## src/rtl/tsc_lru_pkg.sv

```systemverilog
// shared types, constants and codes for the template slot cache
package tsc_lru_pkg;

  // table geometry
  localparam int NUM_SLOTS      = 128;
  localparam int RESERVED_SLOTS = 4;
  localparam int IDX_W          = $clog2(NUM_SLOTS);
  localparam bit HAS_ORDINARY   = (RESERVED_SLOTS < NUM_SLOTS);

  // field widths
  localparam int ACT_W    = 2;
  localparam int OWNER_W  = 16;
  localparam int FINGER_W = 4;
  localparam int SLOT_W   = 8;
  localparam int STAMP_W  = 32;
  localparam int STS_W    = 2;

  // stream widths
  localparam int IN_DATA_W  = 64;
  localparam int OUT_DATA_W = 32;

  typedef logic [IDX_W-1:0]    idx_t;
  typedef logic [OWNER_W-1:0]  owner_t;
  typedef logic [FINGER_W-1:0] finger_t;
  typedef logic [SLOT_W-1:0]   slot_t;
  typedef logic [STAMP_W-1:0]  stamp_t;

  typedef enum logic [ACT_W-1:0] {
    ACT_ASSIGN = 2'd0,
    ACT_LOOKUP = 2'd1,
    ACT_DELETE = 2'd2,
    ACT_MATCH  = 2'd3
  } action_t;

  typedef enum logic [STS_W-1:0] {
    STS_DONE  = 2'd0,
    STS_MISS  = 2'd1,
    STS_RANGE = 2'd2
  } status_t;

  typedef enum logic [2:0] {
    ST_IDLE,
    ST_SCAN,
    ST_DRAIN,
    ST_DECIDE,
    ST_MATCH,
    ST_RESP
  } ctrl_state_t;

  // one stored slot, without the flag bits
  typedef struct packed {
    owner_t  owner;
    finger_t finger;
    stamp_t  stamp;
  } entry_t;

  // one request item
  typedef struct packed {
    action_t action;
    owner_t  owner_id;
    finger_t finger_number;
    slot_t   slot_number;
    stamp_t  now_stamp;
  } req_t;

  // one result item
  typedef struct packed {
    status_t status;
    slot_t   slot_result;
    logic    reused;
    logic    evicted;
    owner_t  match_owner;
    finger_t match_finger;
    logic    time_in;
    logic    reserved_cleared;
  } rsp_t;

  // write-side command into the entry store
  typedef struct packed {
    logic   we;        // write entry and mark it active
    logic   clr;       // mark entry inactive
    logic   flip;      // toggle the in/out bit
    idx_t   idx;
    entry_t data;
  } store_wr_t;

  // read-side request into the entry store
  typedef struct packed {
    logic re;
    idx_t idx;
  } store_rd_t;

endpackage

```

## src/rtl/tsc_lru_ctrl.sv

```systemverilog
// sequencer: slot scan, victim choice, read-modify-write of entries
module tsc_lru_ctrl
  import tsc_lru_pkg::*;
(
  input  logic                 clk,
  input  logic                 rst_n,
  input  logic                 req_valid,
  output logic                 req_ready,
  input  req_t                 req,
  output logic                 rsp_valid,
  input  logic                 rsp_ready,
  output rsp_t                 rsp,
  output store_wr_t            wr,
  output store_rd_t            rd,
  input  entry_t               rdata,
  input  logic [NUM_SLOTS-1:0] active,
  input  logic [NUM_SLOTS-1:0] toggle
);

  localparam idx_t LAST_IDX = IDX_W'(NUM_SLOTS - 1);

  ctrl_state_t state_r, state_nxt;

  // captured request
  action_t q_act_r;
  owner_t  q_owner_r;
  finger_t q_finger_r;
  idx_t    q_idx_r;
  stamp_t  q_now_r;

  // scan bookkeeping
  idx_t   rd_idx_r;
  logic   chk_vld_r;
  idx_t   chk_idx_r;
  logic   found_r;
  idx_t   found_idx_r;
  logic   free_r;
  idx_t   free_idx_r;
  logic   old_vld_r;
  idx_t   old_idx_r;
  stamp_t old_stamp_r;

  rsp_t rsp_r, rsp_val;
  logic rsp_load;

  logic  acc;
  logic  slot_ok;
  idx_t  slot_idx;
  slot_t adm_slot;
  logic  chk_act;
  logic  chk_hit;
  logic  chk_ord;

  assign acc      = req_valid && req_ready;
  assign slot_ok  = (req.slot_number != '0) && (req.slot_number <= SLOT_W'(NUM_SLOTS));
  assign slot_idx = IDX_W'(req.slot_number - SLOT_W'(1));

  // administrator slot: finger + 1, falls back to slot 1
  always_comb begin
    adm_slot = SLOT_W'(req.finger_number) + SLOT_W'(1);
    if ((adm_slot > SLOT_W'(RESERVED_SLOTS)) || (adm_slot > SLOT_W'(NUM_SLOTS))) begin
      adm_slot = SLOT_W'(1);
    end
  end

  assign chk_act = active[chk_idx_r];
  assign chk_hit = chk_act && (rdata.owner == q_owner_r) && (rdata.finger == q_finger_r);
  assign chk_ord = (9'(chk_idx_r) >= 9'(RESERVED_SLOTS));

  // next state
  always_comb begin
    state_nxt = state_r;
    unique case (state_r)
      ST_IDLE: begin
        if (acc) begin
          unique case (req.action)
            ACT_ASSIGN: state_nxt = (req.owner_id == '0) ? ST_RESP : ST_SCAN;
            ACT_LOOKUP: state_nxt = ST_SCAN;
            ACT_DELETE: state_nxt = ST_RESP;
            ACT_MATCH: begin
              state_nxt = (slot_ok && active[slot_idx]) ? ST_MATCH : ST_RESP;
            end
            default: state_nxt = ST_RESP;
          endcase
        end
      end
      ST_SCAN:   state_nxt = (rd_idx_r == LAST_IDX) ? ST_DRAIN : ST_SCAN;
      ST_DRAIN:  state_nxt = ST_DECIDE;
      ST_DECIDE: state_nxt = ST_RESP;
      ST_MATCH:  state_nxt = ST_RESP;
      ST_RESP:   state_nxt = rsp_ready ? ST_IDLE : ST_RESP;
      default:   state_nxt = ST_IDLE;
    endcase
  end

  // outputs: store commands and result
  always_comb begin
    req_ready = 1'b0;
    wr        = '0;
    rd        = '0;
    rsp_load  = 1'b0;
    rsp_val   = '0;
    unique case (state_r)
      ST_IDLE: begin
        req_ready = 1'b1;
        if (acc) begin
          unique case (req.action)
            ACT_ASSIGN: begin
              if (req.owner_id == '0) begin
                wr.we              = 1'b1;
                wr.idx             = IDX_W'(adm_slot - SLOT_W'(1));
                wr.data.owner      = '0;
                wr.data.finger     = req.finger_number;
                wr.data.stamp      = req.now_stamp;
                rsp_load           = 1'b1;
                rsp_val.slot_result = adm_slot;
              end
            end
            ACT_LOOKUP: ;
            ACT_DELETE: begin
              rsp_load = 1'b1;
              if (!slot_ok) begin
                rsp_val.status = STS_RANGE;
              end else begin
                wr.clr                   = 1'b1;
                wr.idx                   = slot_idx;
                rsp_val.slot_result      = req.slot_number;
                rsp_val.reserved_cleared = (req.slot_number <= SLOT_W'(RESERVED_SLOTS));
              end
            end
            ACT_MATCH: begin
              if (!slot_ok) begin
                rsp_load       = 1'b1;
                rsp_val.status = STS_RANGE;
              end else if (!active[slot_idx]) begin
                rsp_load       = 1'b1;
                rsp_val.status = STS_MISS;
              end else begin
                rd.re  = 1'b1;
                rd.idx = slot_idx;
              end
            end
            default: ;
          endcase
        end
      end
      ST_SCAN: begin
        rd.re  = 1'b1;
        rd.idx = rd_idx_r;
      end
      ST_DRAIN: ;
      ST_DECIDE: begin
        rsp_load = 1'b1;
        if (q_act_r == ACT_LOOKUP) begin
          if (found_r) begin
            rsp_val.slot_result = SLOT_W'(found_idx_r) + SLOT_W'(1);
          end else begin
            rsp_val.status = STS_MISS;
          end
        end else begin
          wr.data.owner  = q_owner_r;
          wr.data.finger = q_finger_r;
          wr.data.stamp  = q_now_r;
          priority if (found_r) begin
            wr.we               = 1'b1;
            wr.idx              = found_idx_r;
            rsp_val.slot_result = SLOT_W'(found_idx_r) + SLOT_W'(1);
            rsp_val.reused      = 1'b1;
          end else if (!HAS_ORDINARY) begin
            rsp_val.status = STS_MISS;
          end else if (free_r) begin
            wr.we               = 1'b1;
            wr.idx              = free_idx_r;
            rsp_val.slot_result = SLOT_W'(free_idx_r) + SLOT_W'(1);
          end else begin
            wr.we               = 1'b1;
            wr.idx              = old_idx_r;
            rsp_val.slot_result = SLOT_W'(old_idx_r) + SLOT_W'(1);
            rsp_val.evicted     = 1'b1;
          end
        end
      end
      ST_MATCH: begin
        // entry read back last cycle: refresh stamp, flip toggle
        wr.we                = 1'b1;
        wr.flip              = 1'b1;
        wr.idx               = q_idx_r;
        wr.data.owner        = rdata.owner;
        wr.data.finger       = rdata.finger;
        wr.data.stamp        = q_now_r;
        rsp_load             = 1'b1;
        rsp_val.slot_result  = SLOT_W'(q_idx_r) + SLOT_W'(1);
        rsp_val.match_owner  = rdata.owner;
        rsp_val.match_finger = rdata.finger;
        rsp_val.time_in      = ~toggle[q_idx_r];
      end
      ST_RESP: ;
      default: ;
    endcase
  end

  always_ff @(posedge clk) begin
    if (!rst_n) begin
      state_r   <= ST_IDLE;
      chk_vld_r <= 1'b0;
    end else begin
      state_r   <= state_nxt;
      chk_vld_r <= (state_r == ST_SCAN);
    end
  end

  always_ff @(posedge clk) begin
    if (acc) begin
      q_act_r     <= req.action;
      q_owner_r   <= req.owner_id;
      q_finger_r  <= req.finger_number;
      q_idx_r     <= slot_idx;
      q_now_r     <= req.now_stamp;
      rd_idx_r    <= '0;
      found_r     <= 1'b0;
      free_r      <= 1'b0;
      old_vld_r   <= 1'b0;
    end else begin
      if (state_r == ST_SCAN) begin
        rd_idx_r <= rd_idx_r + IDX_W'(1);
      end
      if (chk_vld_r) begin
        if (chk_hit && !found_r) begin
          found_r     <= 1'b1;
          found_idx_r <= chk_idx_r;
        end
        if (chk_ord && !free_r) begin
          if (!chk_act) begin
            free_r     <= 1'b1;
            free_idx_r <= chk_idx_r;
          end else if (!old_vld_r || (rdata.stamp < old_stamp_r)) begin
            old_vld_r   <= 1'b1;
            old_idx_r   <= chk_idx_r;
            old_stamp_r <= rdata.stamp;
          end
        end
      end
    end
    chk_idx_r <= rd_idx_r;
    if (rsp_load) begin
      rsp_r <= rsp_val;
    end
  end

  assign rsp_valid = (state_r == ST_RESP);
  assign rsp       = rsp_r;

endmodule

```

## config.mk

```make
export PLATFORM = sky130hd
export DESIGN_NAME = tsc_lru_ctrl
export DESIGN_NICKNAME = d
export VERILOG_FILES = /design/src/rtl/tsc_lru_pkg.sv /design/src/rtl/tsc_lru_ctrl.sv
export SDC_FILE = /design/constraint.sdc
export NUM_CORES = 1
export LEC_CHECK = 0
export BUFFER_PORTS_ARGS = -buffer_cell sky130_fd_sc_hd__buf_2
export CAP_MARGIN = 20
export CORE_AREA = 2 2 188 190
export CTS_BUF_LIST = sky130_fd_sc_hd__clkbuf_8
export CTS_CLUSTER_DIAMETER = 120
export CTS_CLUSTER_SIZE = 30
export DETAILED_ROUTE_END_ITERATION = 8
export DIE_AREA = 0 0 190 192
export PLACE_DENSITY = 0.6
export SLEW_MARGIN = 20
export SYNTH_ARGS = -nofsm -noshare
export SYNTH_HDL_FRONTEND = slang
export SYNTH_SLANG_ARGS = --single-unit
```

## constraint.sdc

```tcl
create_clock -name clk -period 10.4 [get_ports clk]
set_input_delay 1.04 -clock clk [delete_from_list [all_inputs] [get_ports clk]]
set_output_delay 1.04 -clock clk [all_outputs]
set_load 0.01 [all_outputs]
```

==> After elaboration in Yosys (flattened, before gate mapping) <==
Cells that the tools add are included.
{ "op_classes": {"addsub": 8, "n_lt_le_gt_ge": 9, "eq_ne": 13, "mux": 61, "n_bitwise": 4, "reduce_logical": 26} }
{ "op_table": {"columns": ["op", "count"], "rows": [
  ["two-way mux 59 bit", 3],
  ["one-hot mux 59 bit (3 select lines)", 1],
  ["two-way mux 8 bit", 10],
  ["two-way mux 52 bit", 1],
  ["adder 7 x 1 -> 8 bit (second input constant)", 4],
  ["< comparator 32 bit", 1],
  ["one-hot mux 8 bit (2 select lines)", 2],
  ["< comparator 7 x 8 -> 1 bit (second input constant)", 3],
  ["one-hot mux 8 bit (3 select lines)", 1],
  ["binary-select mux 1 bit (select 7 bit)", 3],
  ["two-way mux 7 bit", 3],
  ["two-way mux 1 bit", 19],
  ["equality test 16 bit", 1],
  ["logical NOT 16 bit", 1],
  ["one-hot mux 3 bit (5 select lines)", 1],
  ["one-hot mux 7 bit (2 select lines)", 1],
  ["subtractor 7 x 1 -> 7 bit (second input constant)", 2],
  ["one-hot mux 3 bit (4 select lines)", 1],
  ["AND reduction 4 bit", 3],
  ["two-way mux 10 bit", 1],
  ["two-way mux 2 bit", 5],
  ["two-way mux 3 bit", 3],
  ["greater-than comparator 5 x 8 -> 1 bit (second input constant)", 1],
  ["<= comparator 8 x 3 -> 1 bit (second input constant)", 1],
  ["other kinds (29)", 49]
]} }
{ "word_totals": {"ff_bits": 169, "in_bits": 374} }

==> Longest topological paths before layout <==
Gate-level depths: netlist of run 1.
{ "logic_depth": {"depth_word": 9, "depth_mapped": 16, "mapped_depth_nobuf": 11} }

==> Least setup slack after synthesis of run 1 <==
Ideal clock, no wire load.
{ "synth_path": {"kind": "input to register", "start": "input port req[32] in the netlist's numbering", "end": "register rsp_r (netlist bit rsp[0]), enable pin", "arrival_ps": 5303, "path_slack_ps": 4672, "stages": 14, "path_buffers": 5, "path_cell_list": "buf_4 > buf_4 > buf_6 > inv_1 > ha_1 > buf_2 > clkbuf_1 > mux4_2 > mux4_2 > o2111ai_1 > a21oi_1 > a31oi_2 > nor4_1 > nor2_1"} }
{ "synth_via": {"elab_chain_len": 8, "word_cells_on_any_way": 11, "classes_between": "add/sub: 1; order compare: 1; mux: 7; reduce/logical: 2"} }
{ "synth_lines": {"columns": ["element", "line", "source"], "rows": [
  ["start, declared", "tsc_lru_ctrl.sv:9", "input req_t req,"],
  ["subtractor 7 x 1 -> 7 bit", "tsc_lru_ctrl.sv:56", "assign slot_idx = IDX_W'(req.slot_number - SLOT_W'(1));"],
  ["named net slot_idx[0]", "tsc_lru_ctrl.sv:48", "idx_t slot_idx;"],
  ["binary-select mux 1 bit (select 7 bit)", "tsc_lru_ctrl.sv:135", "end else if (!active[slot_idx]) begin"],
  ["two-way mux 1 bit (not written as such)", "tsc_lru_ctrl.sv:135", null],
  ["two-way mux 1 bit", "tsc_lru_ctrl.sv:135", null],
  ["two-way mux 1 bit", "tsc_lru_ctrl.sv:132", "if (!slot_ok) begin"],
  ["one-hot mux 1 bit (3 select lines)", "tsc_lru_ctrl.sv:107", "unique case (req.action)"],
  ["two-way mux 1 bit", "tsc_lru_ctrl.sv:106", "if (acc) begin"],
  ["one-hot mux 1 bit (2 select lines)", "tsc_lru_ctrl.sv:103", "unique case (state_r)"],
  ["named net rsp_load", "tsc_lru_ctrl.sv:44", "logic rsp_load;"],
  ["end signal, assigned", "tsc_lru_ctrl.sv:246", "rsp_r <= rsp_val;"],
  ["end, declared", "tsc_lru_ctrl.sv:43", "rsp_t rsp_r, rsp_val;"]
]} }
The timed path passes the listed nets, and every way through them passes these cells. The select of a mux whose other input is x is not followed.
A chain may end at the register's enable or synchronous reset.

==> results of run 1 <==
registers in the layout, summed over array words and instances, names as in the netlist, 2 cells and up:
register / flops
rsp: 34
old_stamp_r: 32
q_now_r: 32
q_owner_r: 16
chk_idx_r: 7
found_idx_r: 7
free_idx_r: 7
old_idx_r: 7
q_idx_r: 7
rd_idx_r: 7
q_finger_r: 4
state_r: 3
q_act_r: 2
cells in the mapped netlist (9+ instances only):
| master | number |
|---|---|
| edfxtp_1 | 148 |
| mux4_2 | 117 |
| nand2_1 | 62 |
| nor2_1 | 50 |
| inv_1 | 47 |
| ha_1 | 38 |
| clkbuf_1 | 33 |
| a22o_1 | 32 |
| a21o_1 | 31 |
| and3_1 | 26 |
| o21ai_0 | 26 |
| xnor2_1 | 22 |
| xor2_1 | 22 |
| dfxtp_1 | 21 |
| nand3_1 | 14 |
| a21oi_1 | 13 |
| buf_2 | 13 |
| mux2i_1 | 13 |
| nand4_1 | 13 |
| a221o_1 | 11 |
| o22ai_1 | 11 |
| nor4_1 | 10 |
| nor3_1 | 9 |
worst max-delay path, stage by stage:
cell and delay [ps]:
buf_2 70, buf_4 530, inv_1 180, ha_1 320, nor3b_2 200, xnor2_2 510
inv_2 180, mux4_2 380, o2111ai_1 100, a21oi_1 240, a31oi_2 110, or3_4 490
o21ai_1 200, buf_2 170
cell type report:
| class | instances | area, µm² | area share (%) |
|---|---|---|---|
| multi-input combinational | 594 | 5960 | 41.1 |
| sequential | 169 | 4870 | 33.5 |
| timing repair buffer | 492 | 2490 | 17.2 |
| tap | 455 | 569 | 3.92 |
| clock buffer | 17 | 234 | 1.61 |
| inverter | 51 | 196 | 1.35 |
| clock inverter | 15 | 188 | 1.29 |
| antenna | 1 | 2.50 | 0.0172 |
cell families after synthesis:
kind of cell    Yosys count  share of synthesized area, %
fa+ha+maj                38                          4.22
xor+xnor                 46                          3.71
compound gates          163                          10.6
buf+inv                 107                          4.03
simple gates            214                          9.43
mux                     133                          24.8
flops                   169                          43.2
per-stage QoR:
stage / std cells / utilization [%] / worst slack, ps
3_3_place_gp: 1761 / 41.1 / 4720
4_1_cts: 1793 / 42.3 / 4610
3_5_place_dp: 1761 / 41.1 / 4640
2_1_floorplan: 870 / - / 4670
5_1_grt: 1793 / 42.3 / 4310
6_report: 1794 / 42.3 / 4580
report_power, final:
group	leakage, nW	internal, W	switching, W
clock	0.227	0.000259	0.000252
combinational	4.52	0.000325	0.000285
sequential	1.56	0.000800	0.0000627
total	6.30	0.00138	0.000599
routing by layer:
layer / vias to the layer above / wire (µm)
met1: 4828 / 17000
met3: 50 / 3230
li1: 4387 / -
met2: 501 / 18900
met5: - / 13
met4: 2 / 623
worst paths after layout:
kind          startpoint           end  slack (ps)  cells past startpoint
min          rd_idx_r[1]  chk_idx_r[1]         410                      0
max reg2reg   state_r[2]        rsp[9]        6100                      6
min reg2reg  rd_idx_r[1]  chk_idx_r[1]         410                      0
max              req[32]         rd[4]        4580                     14
==> results by group, run 1 <==
Floorplan
  • I/O pin count: 480
  • Die area: 36500 µm²
  • Row count: 68
  • Chip width: 190 µm
  • Initial core utilization: 32.9%
  • Die span in y: 192 µm
  • Core area: 34300 µm²

Synth
  • Yosys cell types: 63
  • Register bit total from synthesis: 169
  • Leading register cell type out of synthesis: edfxtp_1
  • Synth async-reset ratio: 0%
  • Synth Cell Area: 11300 µm²
  • Yosys Warn Count: 0
  • Syn avg cell area: 13.0 µm²
  • Synthesized net count: 1282
  • Seq/Total Area, Yosys: 43.2%
  • Yosys top cell area share: 39.4%
  • EDFF count, synth: 148
  • Main area contributors after synthesis: edfxtp_1 (39%), mux4_2 (23%), ha_1 (4.2%)
  • Syn Inst Count: 870
  • Top cell type by total area after synthesis: edfxtp_1

Flow run
  • Max_cap viols: 0

Setup path
  • Setup CP Type: in2out
  • Crit path DAT: 4780 ps
  • Worst path required time: 9360 ps
  • Crit path max fanout: 36
  • Worst setup EP type: output pin
  • Startpoint types: primary input

GRT
  • GRT Total Usage: 21.8%
  • Initial antenna violation count: 4
  • Largest net degree at the start of global routing: 70
  • Global-route wire length before repair: 59800 µm
  • GRT overflow: 0
  • Met1 Use GR: 29.5%
  • Layer with the highest usage: met2
  • Met3 Track Usage GR: 5.48%
  • Vias in the first global route: 9983
  • Met2 GRT Util: 35.5%

Clock tree
  • Post-CTS Resized: 0
  • Total CTS buffers: 17
  • H-tree depth: 4
  • CTS tree: done
  • Setup repair bufs after CTS: 0
  • Root Driver: clkbuf_8
  • CTS clk-pin slew, worst paths: 90 ps
  • Clock tree buffer depth: 2
  • Clock sinks: 169
  • Hold-fix buffers, CTS: 0
  • Skew-Pair Late Insertion Delay: 470 ps

Drt
  • Initial drt markers: 765
  • Vias: 9768
  • DRC viols: 0
  • WL/cell: 22.2 µm
  • Routed vias/inst: 5.44
  • Final WL: 39800 µm
  • Drt first pass iters: 6
  • Routed Antenna Nets: 0

Placement
  • PortBufs: 479
  • Placed cell areas: 14100 µm²
  • Final Wtd Congestion: 0.955
  • HPWL Detailed: 31800 µm

Finish
  • Area grow syn2layout: 28.8%
  • Layout cells sized above 1: 49.1%
  • Commonest non-fill, non-tap cell in the layout: buf_2
  • Most frequent cells in the layout: buf_2 (479), edfxtp_1 (148), mux4_2 (117)
  • Design area: 14500 µm²
  • Fillers: 3260
  • Nets: 1737

STA
  • Actual slew at the worst max-slew pin: 1010 ps
  • Max-slew violations: 0
  • Final setup vio count: 0
  • Hold WS: 412 ps
  • Worst rel slew slack: 32.4%
  • Post-layout minimum cycle time: 5820 ps
  • Number of hold violations in the final report: 0
  • Unrepaired setup endpoints after global routing: false
  • Max Freq: 0.172 GHz
  • Setup TNS: 0 ps
  • Period utilisation layout: 55.9%
  • Final Skew: 17.7 ps

Power and ir drop
  • Leakage: 6.30 nW
  • Tot Pwr: 0.00198 W
  • Pwr Density: 137 nW/µm²
  • Peak VDD IR: 0.000119 V

Status
  • Status: completed

Min path
  • Min-delay worst type: reg2reg
Note: power is estimated with default switching activity, not from simulation.
==> inputs of run 2 (changes only) <==
==> constraint.sdc (replaced) <==
create_clock -name clk -period 5.9 [get_ports clk]
set_input_delay 0.59 -clock clk [delete_from_list [all_inputs] [get_ports clk]]
set_output_delay 0.59 -clock clk [all_outputs]
set_load 0.01 [all_outputs]
==> results by group, run 2 (synthesis gave the netlist of run 1 again) <==
GRT
  • Initial antenna violation count: 6
  • Largest net degree at the start of global routing: 49
  • Vias in the first global route: 9872
  • Global-route wire length before repair: 59900 µm
  • GRT overflow: 0
  • GRT Total Usage: 22.0%

Clock tree
  • CTS tree: done
  • Root Driver: clkbuf_8
  • Hold-fix buffers, CTS: 0
  • Clock sinks: 169
  • Clock tree buffer depth: 2
  • Skew-Pair Late Insertion Delay: 460 ps
  • H-tree depth: 4
  • Total CTS buffers: 17
  • Setup repair bufs after CTS: 0
  • CTS clk-pin slew, worst paths: 100 ps
  • Post-CTS Resized: 0

Drt
  • Drt first pass iters: 5
  • Final WL: 40100 µm
  • Initial drt markers: 768
  • Routed vias/inst: 5.45
  • Vias: 9802
  • WL/cell: 22.3 µm
  • Routed Antenna Nets: 0
  • DRC viols: 0

STA
  • Setup WS post-layout: 1570 ps
  • Final setup vio count: 0
  • Final Skew: 19.4 ps
  • Worst rel slew slack: 31.9%
  • Number of hold violations in the final report: 0
  • Setup TNS: 0 ps
  • Max Freq: 0.231 GHz
  • Unrepaired setup endpoints after global routing: false
  • Period utilisation layout: 73.4%
  • Max-slew violations: 0
  • Actual slew at the worst max-slew pin: 1020 ps
  • Post-layout minimum cycle time: 4330 ps

Setup path
  • Most used cell, CP: buf_2
  • Critical-path top delay cell: buf_4
  • Cells on worst reg2reg path: 9
  • Worst path required time: 5310 ps
  • R2R Path Start: chk_idx_r[0]
  • Worst setup EP type: output pin
  • Delay of the slowest critical-path stage: 520 ps
  • Family with the most delay on the worst path: buffers and inverters
  • CP bufs+invs: 4
  • R2r setup slk: 2240 ps
  • Crit path max fanout: 35
  • Setup CP Type: in2out
  • Startpoint types: primary input
  • Crit path DAT: 3740 ps
  • RR Endpoint: old_stamp_r[9]
  • Critical-path cell list: buf_2 -> buf_4 -> nor3_4 -> xnor2_2 -> clkinv_4 -> mux2_2 -> o22ai_1 -> o21ai_0 -> a31oi_2 -> or3_4 -> o21ai_1 -> buf_2

Power and ir drop
  • Sequential share of power: 44.9%
  • Leakage: 6.29 nW
  • Tot Pwr: 0.00350 W
  • Comb power frac: 29.2%
  • Pwr Density: 241 nW/µm²
  • Peak VDD IR: 0.000182 V
  • Sw Ratio: 31.1%
  • NetSw: 0.00109 W
  • Cell-internal power: 0.00241 W
  • Clock Power Share: 25.9%

Finish
  • Layout cells sized above 1: 49.3%
  • Design area: 14500 µm²
  • Nets: 1737
  • Reg area: 4870 µm²
  • Commonest non-fill, non-tap cell in the layout: buf_2
  • Multi-input logic area: 5960 µm²
  • Finished Layout Cells: 1797
  • Area grow syn2layout: 28.8%
  • Most frequent cells in the layout: buf_2 (479), edfxtp_1 (148), mux4_2 (117)
  • Fillers: 3306
  • Max FFs per register: 34

Placement
  • HPWL Detailed: 32300 µm
  • Placed Instances: 1761
  • PortBufs: 479
  • Worst Setup Slack post-DPL: 1400 ps
  • Final Wtd Congestion: 0.936
  • Placed cell areas: 14100 µm²

Min path
  • Min-delay src: req[5]
  • Min-delay worst type: in2reg
  • Hold worst-path end: q_now_r[5]
  • Hold Crit Depth: 1

Flow run
  • Max_cap viols: 0

Floorplan
  • I/O pin count: 480
  • Initial core utilization: 32.9%
  • Die area: 36500 µm²
  • Die span in y: 192 µm
  • Core area: 34300 µm²
  • Chip width: 190 µm
  • Row count: 68

Status
  • Status: completed
-- run 2: cell count changes in the layout (fill, tap and decap cells not counted), sizes merged --
cell | previous run | this run
clkinvlp | 1 | 0
diode | 1 | 4
inv | 56 | 57
bufinv | 4 | 3
clkinv | 5 | 6
-- run 2: area by class of cell --
type / count / share of cell area (%)
well taps: 455 / 3.92
repair buffers: 492 / 17.2
clock inverters: 15 / 1.30
flip-flops and latches: 169 / 33.5
inverters: 51 / 1.35
clock buffers: 17 / 1.61
diodes: 4 / 0.0689
multi-input cells: 594 / 41.0
-- run 2: worst max path at each step --
stage                     startpoint  endpoint  cells past startpoint
after global placement       req[32]    rsp[9]                     11
after global routing         req[32]     rd[3]                     12
final                        req[32]     rd[3]                     12
after floorplan              req[32]    rsp[0]                     14
after CTS                    req[32]     rd[3]                     12
after detailed placement     req[32]    rsp[9]                     11
-- run 2: per-layer routing --
metal  part of all wire, %  global-route usage, %
met4                   2.9                   7.27
met3                   9.4                   6.34
met2                    46                   33.8
met5                     0                      0
met1                    42                   29.8
-- run 2: power by group through the flow --
stage               clock [W]  sequential [W]  combinational (W)
floorplan                   0         0.00149           0.000737
global placement            0         0.00160            0.00101
detailed placement          0         0.00160            0.00102
CTS                  0.000936         0.00158            0.00103
global route         0.000984         0.00160            0.00109
finish               0.000906         0.00157            0.00102
-- run 2: worst reg2reg max path: stages (launching register included) --
cell and delay (ps):
dfxtp_2 920, mux4_2 350, nor2b_1 160, a211oi_1 70
a211oi_1 260, o211ai_1 120, o311a_1 210, nor2_1 250
o211a_1 530, buf_4 460
-- run 2: through the flow --
step           util, %  hold WS, ps
6_report          42.4          308
5_1_grt           42.4          252
4_1_cts           42.3          267
3_5_place_dp      41.1          397
3_3_place_gp      41.1          400
2_1_floorplan        -          375
==> inputs of run 3 (changes only) <==
--- a/config.mk
+++ b/config.mk
@@ -7,13 +7,13 @@
 export LEC_CHECK = 0
 export BUFFER_PORTS_ARGS = -buffer_cell sky130_fd_sc_hd__buf_2
 export CAP_MARGIN = 20
-export CORE_AREA = 2 2 188 190
+export CORE_AREA = 2 2 187 189
 export CTS_BUF_LIST = sky130_fd_sc_hd__clkbuf_8
 export CTS_CLUSTER_DIAMETER = 120
 export CTS_CLUSTER_SIZE = 30
 export DETAILED_ROUTE_END_ITERATION = 8
-export DIE_AREA = 0 0 190 192
-export PLACE_DENSITY = 0.6
+export DIE_AREA = 0 0 189 191
+export PLACE_DENSITY = 0.63
 export SLEW_MARGIN = 20
 export SYNTH_ARGS = -nofsm -noshare
 export SYNTH_HDL_FRONTEND = slang
==> constraint.sdc (replaced) <==
create_clock -name clk -period 3.9 [get_ports clk]
set_input_delay 0.39 -clock clk [delete_from_list [all_inputs] [get_ports clk]]
set_output_delay 0.39 -clock clk [all_outputs]
set_load 0.01 [all_outputs]
==> results by group, run 3 (synthesis gave the netlist of run 1 again) <==
Power and ir drop
  • Pwr Density: 355 nW/µm²
  • Peak VDD IR: 0.000217 V
  • Leakage: 6.35 nW
  • Sequential share of power: 42.6%
  • Cell-internal power: 0.00356 W
  • Comb power frac: 33.6%
  • NetSw: 0.00164 W
  • Clock Power Share: 23.8%
  • Sw Ratio: 31.5%

Floorplan
  • Row count: 68
  • Core area: 34100 µm²
  • Chip width: 189 µm
  • Initial core utilization: 33.0%
  • Die span in y: 191 µm
  • I/O pin count: 480
  • Die area: 36100 µm²

GRT
  • GRT Total Usage: 21.9%
  • GRT overflow: 0
  • Largest net degree at the start of global routing: 69
  • Vias in the first global route: 9988
  • Initial antenna violation count: 3
  • Global-route wire length before repair: 59700 µm

Finish
  • Nets: 1750
  • Most frequent cells in the layout: buf_2 (479), edfxtp_1 (148), mux4_2 (117)
  • Commonest non-fill, non-tap cell in the layout: buf_2
  • Max FFs per register: 34
  • Area grow syn2layout: 29.9%
  • Layout cells sized above 1: 49.7%

Setup path
  • Crit path DAT: 3260 ps
  • Critical-path cell list: buf_2 -> inv_1 -> ha_1 -> nor3b_2 -> xnor2_2 -> buf_4 -> nor2_1 -> a32o_1 -> o21ai_0 -> a31oi_2 -> or3_4 -> o21ai_1 -> buf_2
  • Delay of the slowest critical-path stage: 480 ps
  • Worst path required time: 3510 ps
  • Critical-path top delay cell: or3_4
  • Setup CP Type: in2out
  • Crit path max fanout: 8
  • Startpoint types: primary input
  • Worst setup EP type: output pin
  • Most used cell, CP: buf_2

Placement
  • Final Wtd Congestion: 0.963
  • PortBufs: 479
  • Worst Setup Slack post-DPL: 239 ps
  • HPWL Detailed: 32200 µm

STA
  • Final setup vio count: 0
  • Worst rel slew slack: 37.0%
  • Setup TNS: 0 ps
  • Unrepaired setup endpoints after global routing: false
  • Max Freq: 0.274 GHz
  • Setup WS post-layout: 253 ps
  • Actual slew at the worst max-slew pin: 945 ps
  • Final Skew: 22.3 ps
  • Post-layout minimum cycle time: 3650 ps
  • Max-slew violations: 0
  • Hold WS: 103 ps
  • Number of hold violations in the final report: 0
  • Period utilisation layout: 93.5%

Drt
  • Vias: 9804
  • Initial drt markers: 782
  • Routed Antenna Nets: 0
  • Final WL: 39700 µm
  • WL/cell: 22.0 µm
  • DRC viols: 0
  • Routed vias/inst: 5.43
  • Drt first pass iters: 5

Clock tree
  • Clock tree buffer depth: 2
  • Skew-Pair Late Insertion Delay: 470 ps
  • CTS tree: done
  • H-tree depth: 4
  • Clock sinks: 169
  • CTS clk-pin slew, worst paths: 110 ps
  • Total CTS buffers: 17
  • Root Driver: clkbuf_8
  • Hold-fix buffers, CTS: 0

Status
  • Status: completed

Flow run
  • Max_cap viols: 0

Min path
  • Min-delay worst type: in2reg
[run 3: worst paths after layout]
kind,from,to,slack (ps),depth (start not counted)
hold reg to reg,rd_idx_r[5],chk_idx_r[5],420,0
hold / removal,req[18],q_now_r[18],100,1
setup / recovery,req[32],rd[3],250,13
setup reg to reg,chk_idx_r[1],old_stamp_r[30],620,10
[run 3: per-stage QoR]
step           instance area, µm²  power [W]  std cells  util, %
2_1_floorplan               11300    0.00337        870        -
3_3_place_gp                14200    0.00399       1774     41.8
3_5_place_dp                14200    0.00402       1774     41.8
4_1_cts                     14600    0.00526       1806     42.9
5_1_grt                     14600    0.00546       1806     42.9
6_report                    14600    0.00520       1807     42.9
[run 3: layer usage]
metal / up-vias / share of wire (%) / GRT usage [%]
met1: 4832 / 43 / 30.4
met3: 44 / 8.2 / 4.64
li1: 4416 / - / -
met5: - / 0.033 / 0
met4: 2 / 1.5 / 4.93
met2: 510 / 47 / 35.2
[run 3: final cells by class]
cell class | count | area (µm²)
Fill cell | 3267 | 19500
Multi-Input combinational cell | 594 | 5970
Sequential cell | 169 | 4870
Timing Repair Buffer | 505 | 2660
Tap cell | 455 | 569
Clock buffer | 17 | 234
Inverter | 51 | 196
Clock inverter | 15 | 149
Antenna cell | 1 | 2.50
[run 3: power by group through the flow]
stage          clock network, W  registers [W]  logic [W]
5_1_grt                 0.00135        0.00223    0.00188
3_5_place_dp                  0        0.00226    0.00175
4_1_cts                 0.00128        0.00222    0.00176
3_3_place_gp                  0        0.00225    0.00174
6_report                0.00124        0.00222    0.00175
2_1_floorplan                 0        0.00225    0.00112
[run 3: timing repair]
action,in CTS,in global routing
endpoints found under the setup margin,0,1
resized for setup,0,1
setup buffers,0,0
hold endpoints to repair,0,0
[run 3: worst max-delay path, delay by kind of cell]
family                     cells  cell delay (ps)
AOI/OAI and AO/OA              4              930
xor gates and xnor gates       1              150
adders and majority gates      1              300
buffers and inverters          4              680
and+or+nand+nor                3              790
